<file path="src/rtl/lrs_pkg.sv">
// ----------------------------------------------------------------------------
// lrs_pkg: shared types and constants of the Laplacian RGB stencil filter
// Pixel and work item types, register codes, queue sizes and the per-channel
// four-neighbour Laplacian.
// ----------------------------------------------------------------------------
package lrs_pkg;

    localparam int MAX_WIDTH  = 2048;
    localparam int COL_W      = $clog2(MAX_WIDTH);
    localparam int WIDTH_W    = 12;
    localparam int HEIGHT_W   = 16;
    localparam int CHAN_W     = 8;
    localparam int CFG_IDX_W  = 1;
    localparam int CFG_DATA_W = 16;

    localparam logic [CFG_IDX_W-1:0] REG_IMAGE_WIDTH  = 1'b0;
    localparam logic [CFG_IDX_W-1:0] REG_IMAGE_HEIGHT = 1'b1;

    localparam int WIDTH_RESET  = 640;
    localparam int HEIGHT_RESET = 480;
    localparam int DIM_MIN      = 3;

    localparam int CMDQ_DEPTH = 4;
    localparam int CMDQ_AW    = $clog2(CMDQ_DEPTH);
    localparam int OUTQ_DEPTH = 2;
    localparam int OUTQ_AW    = $clog2(OUTQ_DEPTH);

    typedef logic [CHAN_W-1:0]   chan_t;
    typedef logic [COL_W-1:0]    col_t;
    typedef logic [HEIGHT_W-1:0] row_t;

    typedef struct packed {
        chan_t red;
        chan_t green;
        chan_t blue;
    } pix_t;

    // One accepted pixel that releases results, as the back end needs it
    typedef struct packed {
        pix_t pix;       // incoming pixel (down neighbor, or last-row copy)
        pix_t centre;
        pix_t left;
        pix_t right;
        pix_t up;
        logic filt;      // first result is filtered, else a copy of centre
        logic last_row;  // a second result (the pixel itself) follows
        logic row_end;
    } work_t;

    typedef struct packed {
        pix_t pix;
        logic run_last;
        logic frame_done;
    } result_t;

    function automatic chan_t chan_laplace(chan_t l, chan_t r, chan_t u, chan_t d,
                                           chan_t c);
        chan_t sum;
        sum = l + r + u + d - {c[CHAN_W-3:0], 2'b00};
        return sum;
    endfunction

    function automatic pix_t pix_laplace(pix_t l, pix_t r, pix_t u, pix_t d, pix_t c);
        pix_t res;
        res.red   = chan_laplace(l.red,   r.red,   u.red,   d.red,   c.red);
        res.green = chan_laplace(l.green, r.green, u.green, d.green, c.green);
        res.blue  = chan_laplace(l.blue,  r.blue,  u.blue,  d.blue,  c.blue);
        return res;
    endfunction

endpackage

</file>
<file path="src/rtl/lrs_back.sv">
// ----------------------------------------------------------------------------
// lrs_back: result generation and output queue
// Turns each work item into one or two results (filtered or copied pixel,
// then the last-row copy) and holds them in a small output queue.
// ----------------------------------------------------------------------------
module lrs_back (
    input  logic             clk,
    input  logic             rst_n,
    input  logic             item_valid,
    input  lrs_pkg::work_t   item,
    output logic             item_pop,
    output lrs_pkg::result_t head,
    output logic             empty,
    input  logic             pop
);

    lrs_pkg::work_t   cur_reg;
    logic             cur_valid_reg;
    logic             second_reg;
    lrs_pkg::result_t res;

    lrs_pkg::result_t              oq_reg [lrs_pkg::OUTQ_DEPTH];
    logic [lrs_pkg::OUTQ_AW-1:0]   oq_wr_reg;
    logic [lrs_pkg::OUTQ_AW-1:0]   oq_rd_reg;
    logic [lrs_pkg::OUTQ_AW:0]     oq_count_reg;
    logic [lrs_pkg::OUTQ_AW:0]     oq_count_next;
    logic                          oq_full;
    logic                          out_pop;

    logic emit;
    logic finishing;
    logic take;

    always_comb
    begin
        if (!second_reg)
        begin
            res.pix = cur_reg.filt
                    ? lrs_pkg::pix_laplace(cur_reg.left, cur_reg.right, cur_reg.up,
                                           cur_reg.pix, cur_reg.centre)
                    : cur_reg.centre;
            res.run_last   = !cur_reg.last_row;
            res.frame_done = 1'b0;
        end
        else
        begin
            res.pix        = cur_reg.pix;
            res.run_last   = 1'b1;
            res.frame_done = cur_reg.row_end;
        end
    end

    assign oq_full   = oq_count_reg == (lrs_pkg::OUTQ_AW + 1)'(lrs_pkg::OUTQ_DEPTH);
    assign empty     = oq_count_reg == '0;
    assign out_pop   = pop && !empty;
    assign head      = oq_reg[oq_rd_reg];

    assign emit      = cur_valid_reg && !oq_full;
    assign finishing = emit && (second_reg || !cur_reg.last_row);
    assign take      = !cur_valid_reg || finishing;
    assign item_pop  = take && item_valid;

    assign oq_count_next = oq_count_reg + (lrs_pkg::OUTQ_AW + 1)'(emit)
                         - (lrs_pkg::OUTQ_AW + 1)'(out_pop);

    always_ff @(posedge clk or negedge rst_n)
    begin
        if (!rst_n)
        begin
            cur_valid_reg <= 1'b0;
            second_reg    <= 1'b0;
            oq_wr_reg     <= '0;
            oq_rd_reg     <= '0;
            oq_count_reg  <= '0;
        end
        else
        begin
            oq_count_reg <= oq_count_next;
            if (emit)
            begin
                oq_wr_reg <= oq_wr_reg + 1'b1;
            end
            if (out_pop)
            begin
                oq_rd_reg <= oq_rd_reg + 1'b1;
            end
            if (take)
            begin
                cur_valid_reg <= item_valid;
                second_reg    <= 1'b0;
            end
            else if (emit)
            begin
                second_reg <= 1'b1;
            end
        end
    end

    always_ff @(posedge clk)
    begin
        if (item_pop)
        begin
            cur_reg <= item;
        end
        if (emit)
        begin
            oq_reg[oq_wr_reg] <= res;
        end
    end

endmodule

</file>
<file path="config.mk">
export PLATFORM = sky130hd
export DESIGN_NAME = lrs_back
export DESIGN_NICKNAME = d
export VERILOG_FILES = /design/src/rtl/lrs_pkg.sv /design/src/rtl/lrs_back.sv
export SDC_FILE = /design/constraint.sdc
export NUM_CORES = 1
export LEC_CHECK = 0
export ABC_AREA = 1
export BUFFER_PORTS_ARGS = -buffer_cell sky130_fd_sc_hd__buf_2
export CAP_MARGIN = 0
export CORE_MARGIN = 4
export CORE_UTILIZATION = 40
export DETAILED_ROUTE_END_ITERATION = 10
export PLACE_DENSITY_LB_ADDON = 0.3
export SYNTH_ARGS = -nofsm -noshare
export SYNTH_HDL_FRONTEND = slang
export SYNTH_SLANG_ARGS = --single-unit
export TNS_END_PERCENT = 50
</file>
<file path="constraint.sdc">
create_clock -name clk -period 12.15 [get_ports clk]
set_clock_uncertainty 0.15 [all_clocks]
set_input_delay 1.8225 -clock clk [delete_from_list [all_inputs] [get_ports clk]]
set_output_delay 1.8225 -clock clk [all_outputs]
set_load 0.05 [all_outputs]
</file>
Word level (Yosys, flattened, before mapping). Memories as Yosys holds them, arrays and structs flattened. Cells that the tools add are included.

Memory bits (writable): 52. Register bits: 129. Input bits: 127. Logic and storage cells: 59. ROM bits: 0. Memories: 1. Output and inout bits: 28. Latch bits: 0.

$lt $le $gt $ge: 0. Reductions and logical operators: 12. Mux-type cells: 6. Multiply operators: 0. Bitwise operators: 0. Equal/unequal tests: 1. Shift-type cells: 0. Divide/modulo/power cells: 0. $add $sub $neg: 16.

Memory list: oq_reg (depth 2, width 26, read ports 1, clocked after Yosys merged registers in 0, write ports 1, RTL line lrs_back.sv:22) `lrs_pkg::result_t oq_reg [lrs_pkg::OUTQ_DEPTH];`.

Operators with widths (number): $add 8x8->8 (9); $mux 26 (1); $mux 24 (1); $sub 8x8->8 (3); $logic_and 1x1->1 (4); $logic_not 1->1 (4); $mux 1 (4); $add 1x1->1 const B (2); $add 2x1->2 (1); $eq 2x2->1 const B (1); $logic_not 2->1 (1); $logic_or 1x1->1 (2); $reduce_bool 2->1 (1); $sub 2x1->2 (1).

Depth between registers and ports, before layout.
Depth in word-level cells: 6. Depth in mapped cells: 16. Mapped depth without buffers: 16.

Worst setup path before layout. Ideal clock, no wire load.

Kind: input-to-output. Start: input port item_valid. End: output port item_pop. Stages on the path: 2. Slack: 1.688 ns. Data arrival time: 8.489 ns. Path buffers: 0. Required time: 10.177 ns. Cell sequence: inv_1 a21oi_1.

Cells in the longest elaborated chain, start to end: 1.

RTL lines: start: declaration (RTL line lrs_back.sv:9) `input logic item_valid,`; $logic_and 1x1->1 (RTL line lrs_back.sv:61) `assign item_pop = take && item_valid;`; end: declaration (RTL line lrs_back.sv:11) `output logic item_pop,`.

No other way between the ends.

==> summary.txt <==
Status
  – Status: complete, no violations

Floorplan
  – Die area: 0.0249 mm²
  – Num ports: 155
  – Site row count: 54
  – Total core area: about 0.022 mm²
  – Die width: 158 µm
  – Starting density of the core: around 40%
  – DIE HEIGHT: between 150 and 200 µm

Worst setup path
  – Worst EP arrival: 2.99 ns
  – Levels on crit path: 4
  – Delay-heaviest family, CP: buffers and inverters
  – Type of the worst setup path: register to output port
  – Slowest stage delay, CP: 1.06 ns
  – Critical-path cell list: clkinv_1 > nand2_1 > nand2_1 > buf_2
  – Worst Setup End Kind: output port
  – Worst Path Buf+Inv: 2
  – Crit start category: register
  – Critical Path RT: 10.18 ns
  – Worst path slowest cell: clkinv_1
  – Maximum net fanout on the critical path: 27
  – Worst Reg2Reg Path Length in Cells: 6
  – Critical Path Most Common Cell: nand2_1

Logic synthesis
  – Synth async-reset ratio: 3.31%
  – Synth top area cells: edfxtp_1 59%, fa_1 12%, nand2_1 7.2%
  – Synth Instances: 746
  – Prevailing post-synth register cell: edfxtp_1
  – Synth Register Bits: 181
  – Synth top cells by count: 175 x edfxtp_1, 171 x nand2_1, 144 x inv_1
  – Net count after synthesis: 956
  – Most common cell in the netlist: edfxtp_1
  – Synthesized area: 0.00897 mm²
  – Average size of a mapped cell: 12.0 µm²
  – Seq/Total Area, Yosys: 60.3%
  – Synth cell types: 28
  – Post-synth top area share: 58.6%
  – EDFF count, synth: about 180
  – Yosys top cell by area: edfxtp_1
  – Warnings from Yosys: 0

Layout
  – Max reg flops: 123
  – Final layout net count: 1118
  – Area growth syn-to-layout: 19.0%
  – Share of cells above drive strength 1: 21.0%
  – Antenna cell count: 0

Routing
  – Pre-antenna DRT Iters: 5
  – Number of DRC markers in iteration 0: 357
  – Wire per inst: 14.8 µm
  – Routed via count: 5471
  – # DRC: 0
  – WL final: around 18000 µm
  – Antenna Nets Post-Route: 0
  – Vias per cell: between 4 and 5

GRT
  – First-pass GRT wire length: approximately 28000 µm
  – Largest net degree at the start of global routing: 77
  – Gr ovfl total: 0
  – Number of global-route vias before repair: 5573
  – All-Layer GR Usage: 15.0%
  – Initial antenna violation count: 1

Clocking
  – CTS H-tree lvls: 4
  – CTS sink count: 181
  – CTS tree: done
  – Root buffer cell: clkbuf_16
  – Bufs on Longest Clock Path: 2
  – Hold_buf cts: 0
  – Reg clk slew, reported paths: 0.06 ns
  – Post-CTS Setup Repair Bufs: 0
  – Post-cts sizing count: 0
  – CTS Buf Count: 17
  – Clk_lat worst skew: 0.42 ns

Timing
  – Max transition margin: 35.1%
  – Number of max-slew violations in the final report: 0
  – Minimum clock period: 4.96 ns
  – Hold WS: 0.411 ns
  – Slew @ Worst Pin: 0.968 ns
  – TNS Setup: 0 ns
  – Final setup vio count: 0
  – Final hold violation count: 0
  – Final worst-path cycle share: 40.8%
  – Max Fclk: 0.202 GHz
  – RSZ-0062 raised after global routing: false

Placement
  – IO Port Bufs: approximately 150
  – Placer Congestion: 0.816
  – Detailed Place HPWL: about 13000 µm

Min path
  – Hold Path Class: register to register
  – Hold Crit Depth: 2

Run
  – Max_cap viols: 0
-- metrics by stage --
stage / cell area (µm²) / instances / worst slack [ns] / utilization [%]
5_1_grt: 10700 / 1201 / 6.75 / 48.6
6_report: 10700 / 1201 / 7.19 / 48.6
3_3_place_gp: 10100 / 1169 / 7.60 / 45.8
2_1_floorplan: 8970 / 746 / 1.69 / -
4_1_cts: 10700 / 1201 / 7.06 / 48.6
3_5_place_dp: 10100 / 1169 / 7.52 / 45.8
-- worst reg2reg max path: stages, from the launching register on --
cell and delay, ns:
dfrtp_2 0.94, inv_1 0.36, nand2_1 0.20, nand2_1 0.12, a21oi_4 0.25, buf_4 0.53, buf_4 0.83
-- cell usage in the layout, fill, tap and decap left out --
cell type | synthesis | routed
clkinvlp_4 | 0 | 4
or2_1 | 2 | 2
nand4_1 | 7 | 7
a31o_1 | 2 | 2
a21oi_4 | 0 | 1
a22oi_1 | 15 | 15
nand2_1 | 171 | 171
nand3_1 | 26 | 26
xor2_1 | 5 | 5
a21oi_2 | 2 | 2
buf_2 | 8 | 154
xnor2_1 | 8 | 8
a21o_1 | 1 | 1
buf_4 | 0 | 3
bufinv_16 | 0 | 4
inv_6 | 0 | 2
ha_1 | 29 | 29
inv_2 | 1 | 1
dfrtp_2 | 0 | 1
clkbuf_1 | 3 | 2
nor2_1 | 23 | 21
clkbuf_16 | 0 | 17
clkinv_2 | 0 | 1
o21ai_0 | 14 | 14
inv_1 | 144 | 144
a31o_2 | 1 | 1
clkinv_1 | 1 | 3
fa_1 | 54 | 54
nor3_1 | 1 | 1
edfxtp_1 | 175 | 175
a31oi_1 | 1 | 1
a21oi_1 | 43 | 42
nor2_4 | 0 | 2
dfrtp_1 | 6 | 5
-- cell type report --
type / count / area (µm²)
sequential: 181 / 5410
clock buffer: 19 / 433
timing repair buffer: 157 / 793
tap: 280 / 350
fill: 1971 / 11300
multi-input combinational: 405 / 2960
clock inverter: 13 / 180
inverter: 146 / 548
-- logic make-up after synthesis --
logic type,Yosys count,synth area share (%)
compound gates,79,5.08
xor+xnor,13,1.27
fa+ha+maj,83,16.1
buf+inv,160,7.01
flops,181,60.3
simple gates,230,10.3
-- path summary, 6_finish.rpt --
check                                 from               to  slack (ns)
worst min-delay path            cur_reg[0]     oq_reg[1][0]        0.41
worst max-delay path             oq_rd_reg         head[15]        7.19
worst min register to register  cur_reg[0]     oq_reg[1][0]        0.41
max in group asynchronous            rst_n       second_reg       10.60
worst max register to register  second_reg      cur_reg[83]        8.32
min in group asynchronous            rst_n  oq_count_reg[0]        1.08
-- per-layer routing --
layer	track usage, %	vias to the layer above	share of wire [%]
met3	4.02	20	5.5
met1	19.9	2553	44
met2	24.5	128	49
li1	-	2768	-
met4	4.22	2	1.6
met5	0	-	0.073
Power is left out: the tool's default activity adds up to more than one toggle a clock period on the data nets, which glitch-free logic cannot reach.
