**src/rtl/lrs_pkg.sv**
```systemverilog
// ----------------------------------------------------------------------------
// lrs_pkg: shared types and constants of the Laplacian RGB stencil filter
// Pixel and work item types, register codes, queue sizes and the per-channel
// four-neighbour Laplacian.
// ----------------------------------------------------------------------------
package lrs_pkg;

    localparam int MAX_WIDTH  = 2048;
    localparam int COL_W      = $clog2(MAX_WIDTH);
    localparam int WIDTH_W    = 12;
    localparam int HEIGHT_W   = 16;
    localparam int CHAN_W     = 8;
    localparam int CFG_IDX_W  = 1;
    localparam int CFG_DATA_W = 16;

    localparam logic [CFG_IDX_W-1:0] REG_IMAGE_WIDTH  = 1'b0;
    localparam logic [CFG_IDX_W-1:0] REG_IMAGE_HEIGHT = 1'b1;

    localparam int WIDTH_RESET  = 640;
    localparam int HEIGHT_RESET = 480;
    localparam int DIM_MIN      = 3;

    localparam int CMDQ_DEPTH = 4;
    localparam int CMDQ_AW    = $clog2(CMDQ_DEPTH);
    localparam int OUTQ_DEPTH = 2;
    localparam int OUTQ_AW    = $clog2(OUTQ_DEPTH);

    typedef logic [CHAN_W-1:0]   chan_t;
    typedef logic [COL_W-1:0]    col_t;
    typedef logic [HEIGHT_W-1:0] row_t;

    typedef struct packed {
        chan_t red;
        chan_t green;
        chan_t blue;
    } pix_t;

    // One accepted pixel that releases results, as the back end needs it
    typedef struct packed {
        pix_t pix;       // incoming pixel (down neighbor, or last-row copy)
        pix_t centre;
        pix_t left;
        pix_t right;
        pix_t up;
        logic filt;      // first result is filtered, else a copy of centre
        logic last_row;  // a second result (the pixel itself) follows
        logic row_end;
    } work_t;

    typedef struct packed {
        pix_t pix;
        logic run_last;
        logic frame_done;
    } result_t;

    function automatic chan_t chan_laplace(chan_t l, chan_t r, chan_t u, chan_t d,
                                           chan_t c);
        chan_t sum;
        sum = l + r + u + d - {c[CHAN_W-3:0], 2'b00};
        return sum;
    endfunction

    function automatic pix_t pix_laplace(pix_t l, pix_t r, pix_t u, pix_t d, pix_t c);
        pix_t res;
        res.red   = chan_laplace(l.red,   r.red,   u.red,   d.red,   c.red);
        res.green = chan_laplace(l.green, r.green, u.green, d.green, c.green);
        res.blue  = chan_laplace(l.blue,  r.blue,  u.blue,  d.blue,  c.blue);
        return res;
    endfunction

endpackage

```
**src/rtl/lrs_cmdq.sv**
```systemverilog
// ----------------------------------------------------------------------------
// lrs_cmdq: work item queue between front and back end
// Small register FIFO so intake and result generation stall independently.
// ----------------------------------------------------------------------------
module lrs_cmdq (
    input  logic           clk,
    input  logic           rst_n,
    input  logic           push,
    input  lrs_pkg::work_t item_in,
    output logic           full,
    output logic           valid,
    input  logic           pop,
    output lrs_pkg::work_t item_out
);

    lrs_pkg::work_t                mem_reg [lrs_pkg::CMDQ_DEPTH];
    logic [lrs_pkg::CMDQ_AW-1:0]   wr_ptr_reg;
    logic [lrs_pkg::CMDQ_AW-1:0]   rd_ptr_reg;
    logic [lrs_pkg::CMDQ_AW:0]     count_reg;
    logic [lrs_pkg::CMDQ_AW:0]     count_next;
    logic                          do_push;
    logic                          do_pop;

    assign full     = count_reg == (lrs_pkg::CMDQ_AW + 1)'(lrs_pkg::CMDQ_DEPTH);
    assign valid    = count_reg != '0;
    assign do_push  = push && !full;
    assign do_pop   = pop && valid;
    assign item_out = mem_reg[rd_ptr_reg];

    assign count_next = count_reg + (lrs_pkg::CMDQ_AW + 1)'(do_push)
                      - (lrs_pkg::CMDQ_AW + 1)'(do_pop);

    always_ff @(posedge clk or negedge rst_n)
    begin
        if (!rst_n)
        begin
            wr_ptr_reg <= '0;
            rd_ptr_reg <= '0;
            count_reg  <= '0;
        end
        else
        begin
            count_reg <= count_next;
            if (do_push)
            begin
                wr_ptr_reg <= wr_ptr_reg + 1'b1;
            end
            if (do_pop)
            begin
                rd_ptr_reg <= rd_ptr_reg + 1'b1;
            end
        end
    end

    always_ff @(posedge clk)
    begin
        if (do_push)
        begin
            mem_reg[wr_ptr_reg] <= item_in;
        end
    end

endmodule

```
**config.mk**
```make
export PLATFORM = sky130hd
export DESIGN_NAME = lrs_cmdq
export DESIGN_NICKNAME = d
export VERILOG_FILES = /design/src/rtl/lrs_pkg.sv /design/src/rtl/lrs_cmdq.sv
export SDC_FILE = /design/constraint.sdc
export NUM_CORES = 1
export LEC_CHECK = 0
export ABC_CLOCK_PERIOD_IN_PS = 8400
export CORE_MARGIN = 3
export CORE_UTILIZATION = 50
export DETAILED_ROUTE_END_ITERATION = 6
export DONT_BUFFER_PORTS = 1
export PLACE_DENSITY = 0.73
export SYNTH_ARGS = -nofsm -noshare
export SYNTH_HDL_FRONTEND = slang
export SYNTH_SLANG_ARGS = --single-unit
```
**constraint.sdc**
```tcl
create_clock -name clk -period 8.4 [get_ports clk]
set_clock_uncertainty 0.2 [all_clocks]
set_input_delay 0.42 -clock clk [delete_from_list [all_inputs] [get_ports clk]]
set_output_delay 0.42 -clock clk [all_outputs]
set_load 0.02 [all_outputs]
```
Word-level counts from Yosys, hierarchy flattened:

Memories as Yosys holds them, arrays and structs flattened.
Index checks and enable logic that the tools add are counted.

* flip-flop bits (word level): 7
* RAM bits: 492
* output and inout port bits: 125
* logic and storage cells: 15
* memories kept: 1

Memories
* mem_reg: depth 4, bits a word 123, read ports 1, clocked after memory_dff 0, write ports 1, line lrs_cmdq.sv:16 `lrs_pkg::work_t mem_reg [lrs_pkg::CMDQ_DEPTH];`

* add/subtract/negate cells: 4
* equal/unequal tests: 1
* muxes and demuxes: 2
* reductions and logical operators: 4

Operators by type and width (number)
* $add 2x1->2 const B: 2
* $add 3x1->3: 1
* $eq 3x3->1 const B: 1
* $reduce_bool 3->1: 1
* $sub 3x1->3: 1
* $logic_and 1x1->1: 2
* $mux 1: 2
* $logic_not 1->1: 1

Logic depth before layout (Yosys ltp):

Gate-level depths: netlist of the first run.

* word-level depth: 5
* gate-level depth with buffers: 9
* depth with buffers taken out: 9

Least setup slack after synthesis of the first run:

No wires, ideal clock.

* kind: register -> register
* start point: register count_reg[2] (netlist name)
* end point: memory mem_reg[0][0] (netlist name), enable pin
* arrival time: 3.619 ns
* data required time: 7.702 ns
* setup slack: 4.083 ns
* stages on the path, launching flop included: 3
* clock period less this slack: 4.317 ns
* path through: dfrtp_1 -> nor3b_2 -> and3b_1

* word-level cells in the longest chain between the ends: 5

Ends and longest elaborated chain
* start, declared: line lrs_cmdq.sv:19 `logic [lrs_pkg::CMDQ_AW:0] count_reg;`
* start signal, assigned: line lrs_cmdq.sv:43 `count_reg <= count_next;`
* $eq 3x3->1: line lrs_cmdq.sv:24 `assign full = count_reg == (lrs_pkg::CMDQ_AW + 1)'(lrs_pkg::CMDQ_DEPTH);`
* via full: line lrs_cmdq.sv:10 `output logic full,`
* $logic_not 1->1: line lrs_cmdq.sv:26 `assign do_push = push && !full;`
* $logic_and 1x1->1: line lrs_cmdq.sv:26
* $mux 1: line lrs_cmdq.sv:57 `if (do_push)`
* $mux 1 (implied by the code): line lrs_cmdq.sv:59 `mem_reg[wr_ptr_reg] <= item_in;`
* end, declared: line lrs_cmdq.sv:16

The timed path passes the listed nets, and every way through them passes these cells.

==> flow_summary.json, run 1 <==
{
  "synth_nets": 817,
  "post-route-period-util": 0.457,
  "tightest_slew_ns": 1.14,
  "area_growth_pct": 17.9,
  "detail_route.wirelength_mm": 35.2,
  "synth_area_sq_mm": 0.0182,
  "fp-row-count": 69,
  "p_sw_frac": 0.315,
  "drv_cap": 0,
  "cp-start-kind": "flop",
  "tns_ns": 0,
  "cts-buffers-inserted": 47,
  "nets": 972,
  "clock_path_buffers": 3,
  "io_pins": 252,
  "comb_power_share": 0.266,
  "p_seq_frac": 0.466,
  "hp-class": "in2reg",
  "hold_viol_final": 0,
  "drtPass1Iterations": 5,
  "routedWlPerCell_um": 26.3,
  "synth_edf_count": 492,
  "slew_viol_final": 0,
  "fmax_mhz": 260,
  "cp.arrival_ns": 3.22,
  "ant_nets": 0,
  "worst-path-max-fanout": 55,
  "die_h_um": 197,
  "holdCritStartpoint": "push",
  "synth_cell_type_count": 21,
  "rsz0062_at_grt": "false",
  "clk_latency_ns": 0.56,
  "hpwlAfterDp_mm": 20.4,
  "ys_seq_elements": 499,
  "drc": 0,
  "critical_path.startpoint": "rd_ptr_reg[0]$_DFFE_PN0P_",
  "largest_reg_flops": 492,
  "synthArstFlopShare": 0.0140,
  "end_kind": "output port",
  "clock-root-buffer": "clkbuf_16",
  "portBuffers": 0,
  "die_area_sq_mm": 0.0387,
  "drive_above_1_share": 0.231,
  "worstReg2RegStart": "count_reg[2]$_DFF_PN0_",
  "grt_max_degree": 72,
  "cts_tree": "yes",
  "fill_cells": 2406,
  "grt_pass1_wl_mm": 52.7,
  "core_area_sq_mm": 0.0357,
  "htreeDepth": 2,
  "ir_drop_mv": 0.268,
  "initial_core_util": 0.509,
  "vias": 7760,
  "outcome": "complete, no violations",
  "die_w_um": 197,
  "crit_type": "reg2out",
  "antenna_found_initial": 3,
  "p_leak_uw": 0.00678,
  "grt_pass1_vias": 8316,
  "overflow": 0,
  "power.density_mw_per_mm2": 356,
  "p_clk_frac": 0.267,
  "avgViaCountPerCell": 5.80,
  "setup_viol": 0,
  "drtIter0Drc": 526,
  "path_clk_slew_ns": 0.06,
  "whs_ns": 0.143,
  "fin_crit_ns": 3.84,
  "intPower_uw": 5230,
  "cts.sinks": 499,
  "crit_required_ns": 7.78,
  "synth.avg_cell_area_sq_um": 26.6,
  "power_switching_uw": 2400,
  "synth-main-ff-cell": "edfxtp_1",
  "relSlewSlack": 0.242,
  "yosysSeqAreaShare": 0.822,
  "grt.total_usage": 0.183,
  "gp_congestion": 0.809,
  "cts_resized": 0,
  "postSynthCellCount": 683,
  "ys_warn_count": 0
}
[placed cells by master, fill, tap and decap left out]
master / count
dfrtp_1: 5
o211ai_1: 2
inv_6: 1
bufinv_16: 4
clkinv_1: 11
xnor2_1: 3
nand2b_1: 4
o311ai_0: 1
xor2_1: 1
dfrtp_4: 2
clkbuf_16: 49
clkinvlp_4: 5
ha_1: 6
edfxtp_1: 492
nand4bb_1: 2
nor3b_2: 1
buf_4: 7
o31a_1: 1
nand2_1: 1
mux4_2: 123
clkinv_2: 6
dlygate4sd3_1: 127
or3_1: 1
fa_1: 1
clkbuf_1: 10
diode_2: 2
and3b_4: 4
inv_1: 5
[power by group through the flow]
| stage | sequential (uW) | clock [uW] | combinational, uW |
|---|---|---|---|
| final | 3560 | 2040 | 2040 |
| after global routing | 3610 | 2190 | 2150 |
| after floorplan | 3460 | 0 | 1780 |
| after detailed placement | 3620 | 0 | 1990 |
| after CTS | 3570 | 2090 | 2080 |
| after global placement | 3580 | 0 | 1950 |
[final cells by class]
| type | instances | area, sq um | area share |
|---|---|---|---|
| Sequential cell | 499 | 15000 | 0.698 |
| Timing Repair Buffer | 134 | 1320 | 0.0618 |
| Clock inverter | 27 | 238 | 0.0111 |
| Clock buffer | 59 | 1260 | 0.0590 |
| Multi-Input combinational cell | 151 | 3050 | 0.142 |
| Inverter | 5 | 18.8 | 0.000876 |
| Antenna cell | 2 | 5.00 | 0.000233 |
| Tap cell | 461 | 577 | 0.0269 |
[final timing paths]
check,endpoint,slack (ns),cells past startpoint
worst max-delay path,item_out[74],4.56,2
worst min-delay path,count_reg[1]$_DFF_PN0_,0.14,4
worst max register to register,mem_reg[3][2]$_DFFE_PP_,5.07,3
worst min register to register,wr_ptr_reg[1]$_DFFE_PN0P_,0.41,2
max in group asynchronous,rd_ptr_reg[1]$_DFFE_PN0P_,7.17,2
min in group asynchronous,count_reg[0]$_DFF_PN0_,0.56,2
[what timing repair did]
action | 4_1_cts | 5_1_grt
endpoints found under the hold margin | 503 | 0
buffers inserted | 0 | 0
endpoints found under the setup margin | 0 | 0
hold buffers | 127 | 0
[routing by layer]
metal  vias to the layer above  GRT usage  part of all wire
li1                       3279          -                 -
met1                      4046      0.237              0.36
met2                       370      0.306              0.52
met3                        61     0.0537             0.091
met4                         4     0.0578             0.024
met5                         -          0           0.00077
[kinds of logic after synthesis]
group | count (synthesis) | synth area share
XOR/XNOR | 4 | 0.00193
adder cells (fa/ha/maj) | 7 | 0.00523
buffers and inverters | 33 | 0.0109
flip-flops | 499 | 0.822
multiplexers | 123 | 0.152
AND/OR/NAND/NOR | 13 | 0.00578
AO/OA/AOI/OAI | 4 | 0.00179
[through the flow]
step,power (uW),cells,utilization,setup slack [ns],area [sq um]
after CTS,7740,1336,0.600,4.43,21400
final,7640,1338,0.600,4.56,21400
after floorplan,5240,683,-,4.08,18200
after global placement,5530,1123,0.522,5.12,18700
after global routing,7960,1337,0.600,4.24,21400
after detailed placement,5610,1123,0.522,5.02,18700
[worst max-delay path: stages, from the launching register on]
cell and delay [ns]:
dfrtp_4 1.12, buf_4 0.72, mux4_2 0.70
[synthesized netlist by cell type, types with 2 or more instances]
cell / count / share of area
o211ai_1: 2 / 0.00083
nand4bb_1: 2 / 0.0012
buf_6: 7 / 0.0043
nand2b_1: 4 / 0.0014
dfrtp_1: 7 / 0.0096
inv_1: 5 / 0.0010
ha_1: 6 / 0.0041
clkbuf_1: 5 / 0.0010
mux4_2: 123 / 0.15
buf_2: 15 / 0.0041
edfxtp_1: 492 / 0.81
xnor2_1: 3 / 0.0014
and3b_1: 4 / 0.0019
Power figures use the tool's default switching activity.
==> run 2, diff against run 1 <==
ABC_CLOCK_PERIOD_IN_PS = 3600   (was 8400)
clock period = 3.6 ns   (was 8.4 ns; I/O delays follow)
==> run 2 against run 1 <==
  * Sequential share of layout area down 0.56 points
  * Die area unchanged
  * Flip-flop and latch count unchanged
  * Total power up 140%
  * Count of clock-buffer cells in the layout unchanged
  * Final area up 0.81%
  * Via count down 1.4%
  * Critical path depth unchanged
  * Critical endpoint is now item_out[118]
  * Utilization up 0.49 points
  * Setup slack worse by 3.8 ns
  * Clock power up 130%
  * First-iteration DRC count down 4.8%
==> flow_summary.json, run 2 (synthesis gave the netlist of run 1 again) <==
{
  "area_growth_pct": 18.8,
  "final_cell_mix": "492 x edfxtp_1, 127 x dlygate4sd3_1, 123 x mux4_2, 50 x clkbuf_16, 11 x buf_12",
  "worst-path-max-fanout": 53,
  "fin_crit_ns": 2.84,
  "initial_core_util": 0.509,
  "power_uw": 18000,
  "worstReg2RegStart": "count_reg[1]$_DFF_PN0_",
  "critical_path.startpoint": "rd_ptr_reg[1]$_DFFE_PN0P_",
  "vias": 7650,
  "fmax_mhz": 352,
  "clock_path_buffers": 3,
  "die_h_um": 197,
  "routedWlPerCell_um": 26.2,
  "tightest_slew_ns": 0.845,
  "end_kind": "output port",
  "met3_length_mm": 2.93,
  "highest_layer": "met5",
  "gp_congestion": 0.779,
  "cts_resized": 0,
  "final_cells": 1342,
  "drtPass1Iterations": 4,
  "power.density_mw_per_mm2": 833,
  "overflow": 0,
  "final_common_cell": "edfxtp_1",
  "fp-row-count": 69,
  "grt_pass1_wl_mm": 52.8,
  "whs_ns": 0.00884,
  "portBuffers": 0,
  "largest_reg_flops": 492,
  "setup_viol": 0,
  "hold_viol_final": 0,
  "drive_above_1_share": 0.239,
  "crit_type": "reg2out",
  "postCtsSetupBuffers": 0,
  "place_area_sq_mm": 0.0188,
  "final_cell_area_sq_mm": 0.0216,
  "io_pins": 252,
  "path_clk_slew_ns": 0.06,
  "multi_input_area_sq_mm": 0.00305,
  "p_leak_uw": 0.00686,
  "relSlewSlack": 0.437,
  "die_w_um": 197,
  "tns_ns": 0,
  "clk_latency_ns": 0.55,
  "antenna_found_initial": 3,
  "clock-root-buffer": "clkbuf_16",
  "outcome": "complete, no violations",
  "detail_route.wirelength_mm": 35.1,
  "drtIter0Drc": 501,
  "grt_max_degree": 54,
  "avgViaCountPerCell": 5.70,
  "crit_required_ns": 3.22,
  "hpwlAfterDp_mm": 20.6,
  "drc": 0,
  "rsz0062_at_grt": "false",
  "grt.total_usage": 0.183,
  "hp-class": "in2reg",
  "wl_met1_mm": 13.7,
  "cts-buffers-inserted": 47,
  "ant_nets": 0,
  "dp.cells": 1129,
  "post-route-period-util": 0.790,
  "holdCritStartpoint": "push",
  "cts_tree": "yes",
  "grt_pass1_vias": 8209,
  "fill_cells": 2392,
  "seqCellArea_sq_mm": 0.0150,
  "dr_wl_met2_mm": 17.7,
  "ir_drop_mv": 0.743,
  "nets": 978,
  "cp.arrival_ns": 2.46,
  "cts.sinks": 499,
  "drv_cap": 0,
  "cp-start-kind": "flop",
  "die_area_sq_mm": 0.0387,
  "postCtsHoldBufs": 127,
  "htreeDepth": 2,
  "core_area_sq_mm": 0.0357,
  "slew_viol_final": 0
}
==> run 2: changes by cell type in the layout (fill, tap and decap cells not counted), moves of 2 or more <==
cell,change
buf_12,+11
buf_4,-5
clkbuf_1,-2
clkinv_1,-2
clkinv_2,+3
clkinvlp_4,-2
==> run 2: final cells by class <==
class                           count  share of cell area
Multi-Input combinational cell    151               0.141
Sequential cell                   499               0.692
Tap cell                          461              0.0267
Antenna cell                        2            0.000232
Timing Repair Buffer              140              0.0697
Clock buffer                       59              0.0599
Inverter                            5            0.000869
Clock inverter                     25             0.00915
==> run 2: final timing paths <==
| check | slack, ns | to | depth (start not counted) |
|---|---|---|---|
| worst max register to register | 0.77 | count_reg[2]$_DFF_PN0_ | 9 |
| min in group asynchronous | 0.31 | count_reg[0]$_DFF_PN0_ | 2 |
| worst min-delay path | 0.009 | mem_reg[2][115]$_DFFE_PP_ | 1 |
| max in group asynchronous | 2.59 | rd_ptr_reg[0]$_DFFE_PN0P_ | 2 |
| worst max-delay path | 0.76 | item_out[118] | 2 |
| worst min register to register | 0.48 | wr_ptr_reg[1]$_DFFE_PN0P_ | 2 |
==> run 2: worst max-delay path, cell delays in order, from the launching register on <==
cell and delay (ns):
dfrtp_4 0.90, buf_4 0.49, mux4_2 0.46
==> run 2: metrics by stage <==
stage,worst slack (ns),utilization
3_5_place_dp,0.802,0.527
3_3_place_gp,0.861,0.527
2_1_floorplan,0.686,-
6_report,0.756,0.605
5_1_grt,0.522,0.604
4_1_cts,0.667,0.604
==> run 2: per-layer routing <==
metal  global-route usage  vias to the layer above
met4               0.0544                        2
li1                     -                     3294
met3               0.0585                       62
met5                    0                        -
met2                0.297                      277
met1                0.242                     4015
==> run 2: where the power goes <==
| group | leakage [uW] | total (uW) | internal (uW) | switching, uW |
|---|---|---|---|---|
| clock | 0.000729 | 4740 | 2760 | 1990 |
| combinational | 0.00155 | 5150 | 1880 | 3270 |
| sequential | 0.00459 | 8100 | 7650 | 452 |
| total | 0.00686 | 18000 | 12300 | 5710 |
==> run 3, diff against run 2 <==
ABC_CLOCK_PERIOD_IN_PS = 2300   (was 3600)
PLACE_DENSITY = 0.76   (was 0.73)
clock period = 2.3 ns   (was 3.6 ns; I/O delays follow)
==> run 3 against run 2 <==
  * The flow now finishes with violations (setup timing)
  * Setup slack got worse by 0.81 ns
  * Via count increased by 3.9%
  * Final area increased by 3.1%
  * Register-to-register slack got worse by 0.67 ns
  * Total power increased by 65%
  * Critical path type unchanged
  * Critical endpoint is now item_out[17]
  * Largest cell class unchanged
==> flow_summary.json, run 3 (synthesis gave the netlist of run 1 again) <==
{
  "grt_max_degree": 46,
  "die_area_sq_mm": 0.0387,
  "tightest_slew_ns": 0.412,
  "p_leak_uw": 0.00719,
  "clock-root-buffer": "clkbuf_16",
  "routedWlPerCell_um": 27.2,
  "clk_latency_ns": 0.57,
  "fmax_mhz": 425,
  "final_cell_mix": "492 x edfxtp_1, 127 x dlygate4sd3_1, 123 x mux4_2, 54 x clkbuf_16, 16 x buf_4",
  "p_seq_frac": 0.420,
  "portBuffers": 0,
  "drtPass1Iterations": 6,
  "overflow": 0,
  "cp-start-kind": "flop",
  "post-route-period-util": 1.02,
  "drc": 0,
  "path_clk_slew_ns": 0.06,
  "end_kind": "output port",
  "cp.arrival_ns": 2.04,
  "ir_drop_mv": 0.942,
  "hpwlAfterDp_mm": 21.2,
  "crit_type": "reg2out",
  "comb_power_share": 0.323,
  "area_growth_pct": 22.5,
  "p_clk_frac": 0.257,
  "cts_tree": "yes",
  "cts-buffers-inserted": 49,
  "crit_required_ns": 1.99,
  "fin_crit_ns": 2.35,
  "drv_cap": 0,
  "slew_viol_final": 0,
  "worst-path-max-fanout": 5,
  "hold_viol_final": 0,
  "power_switching_uw": 9290,
  "detail_route.wirelength_mm": 37.6,
  "grt_pass1_wl_mm": 55.3,
  "p_sw_frac": 0.313,
  "rsz0062_at_grt": "true",
  "die_h_um": 197,
  "vias": 7946,
  "largest_reg_flops": 492,
  "final_cells": 1380,
  "setup_viol": 85,
  "io_pins": 252,
  "avgViaCountPerCell": 5.76,
  "fin_util": 0.624,
  "drtIter0Drc": 526,
  "power.density_mw_per_mm2": 1330,
  "hp-class": "in2reg",
  "failed_checks": "setup timing",
  "core_area_sq_mm": 0.0357,
  "ant_nets": 0,
  "htreeDepth": 2,
  "nets": 1016,
  "outcome": "complete, but fails checks",
  "final_common_cell": "edfxtp_1",
  "gp_congestion": 0.761,
  "drive_above_1_share": 0.266,
  "grt_pass1_vias": 8529,
  "dp.cells": 1143,
  "grt.total_usage": 0.192,
  "antenna_found_initial": 5,
  "initial_core_util": 0.509,
  "intPower_uw": 20400,
  "die_w_um": 197,
  "finalWorstSetupSlack_ns": -0.0532,
  "relSlewSlack": 0.722,
  "fp-row-count": 69,
  "clock_path_buffers": 3,
  "cts.sinks": 499
}
## run 3: stage by stage
step                      setup slack [ns]  TNS [ns]  cell area (sq um)  total power, uW  hold WS (ns)
after global routing                -0.128    -11.67              22300            30900        0.0465
after detailed placement            0.0280         0              19000            21000        -0.380
after floorplan                     -0.150    -73.98              18200            19000        -0.381
final                              -0.0532     -2.39              22300            29700        0.0589
after global placement              0.0733         0              19000            20700        -0.380
after CTS                           -0.104     -7.04              22100            29700        0.0115
## run 3: critical path: stages (launching register included)
cell	delay (ns)
dfrtp_4	0.46
buf_6	0.16
bufbuf_16	0.28
mux4_2	0.58
## run 3: path summary, 6_finish.rpt
check | cells after the start | startpoint | to | slack, ns
min | 1 | item_in[43] | mem_reg[1][43]$_DFFE_PP_ | 0.06
min reg2reg | 2 | wr_ptr_reg[1]$_DFFE_PN0P_ | wr_ptr_reg[1]$_DFFE_PN0P_ | 0.41
max reg2reg | 9 | count_reg[1]$_DFF_PN0_ | count_reg[2]$_DFF_PN0_ | 0.10
max in group asynchronous | 2 | rst_n | rd_ptr_reg[0]$_DFFE_PN0P_ | 1.38
min in group asynchronous | 2 | rst_n | count_reg[2]$_DFF_PN0_ | 0.22
max | 3 | rd_ptr_reg[0]$_DFFE_PN0P_ | item_out[17] | -0.05
## run 3: layout make-up
type                    instances  area (sq um)
flip-flops and latches        499         15000
clock buffers                  63          1280
fillers                      2336         13500
multi-input cells             151          3070
repair buffers                176          2130
well taps                     461           577
clock inverters                23           245
diodes                          2          5.00
inverters                       5          18.8
## run 3: metal layers
| metal | wire length (um) | track usage | up-vias |
|---|---|---|---|
| li1 | - | - | 3370 |
| met1 | 14300 | 0.249 | 4193 |
| met2 | 19300 | 0.320 | 312 |
| met3 | 3040 | 0.0579 | 65 |
| met4 | 794 | 0.0557 | 6 |
| met5 | 41 | 0 | - |
## run 3: power groups by stage
stage	combinational, uW	clock [uW]	sequential (uW)
2_1_floorplan	6540	0	12500
3_3_place_gp	8130	0	12600
3_5_place_dp	8240	0	12700
4_1_cts	9440	7790	12500
5_1_grt	10200	8170	12600
6_report	9580	7610	12500
## run 3: timing repair
| action | in CTS | in global routing |
|---|---|---|
| hold buffers | 127 | 0 |
| buffers inserted | 6 | 3 |
| hold endpoints to repair | 946 | 0 |
| cloned | 7 | 6 |
| pin swaps | 0 | 1 |
| resized for setup | 12 | 3 |
| setup endpoints to repair | 123 | 118 |
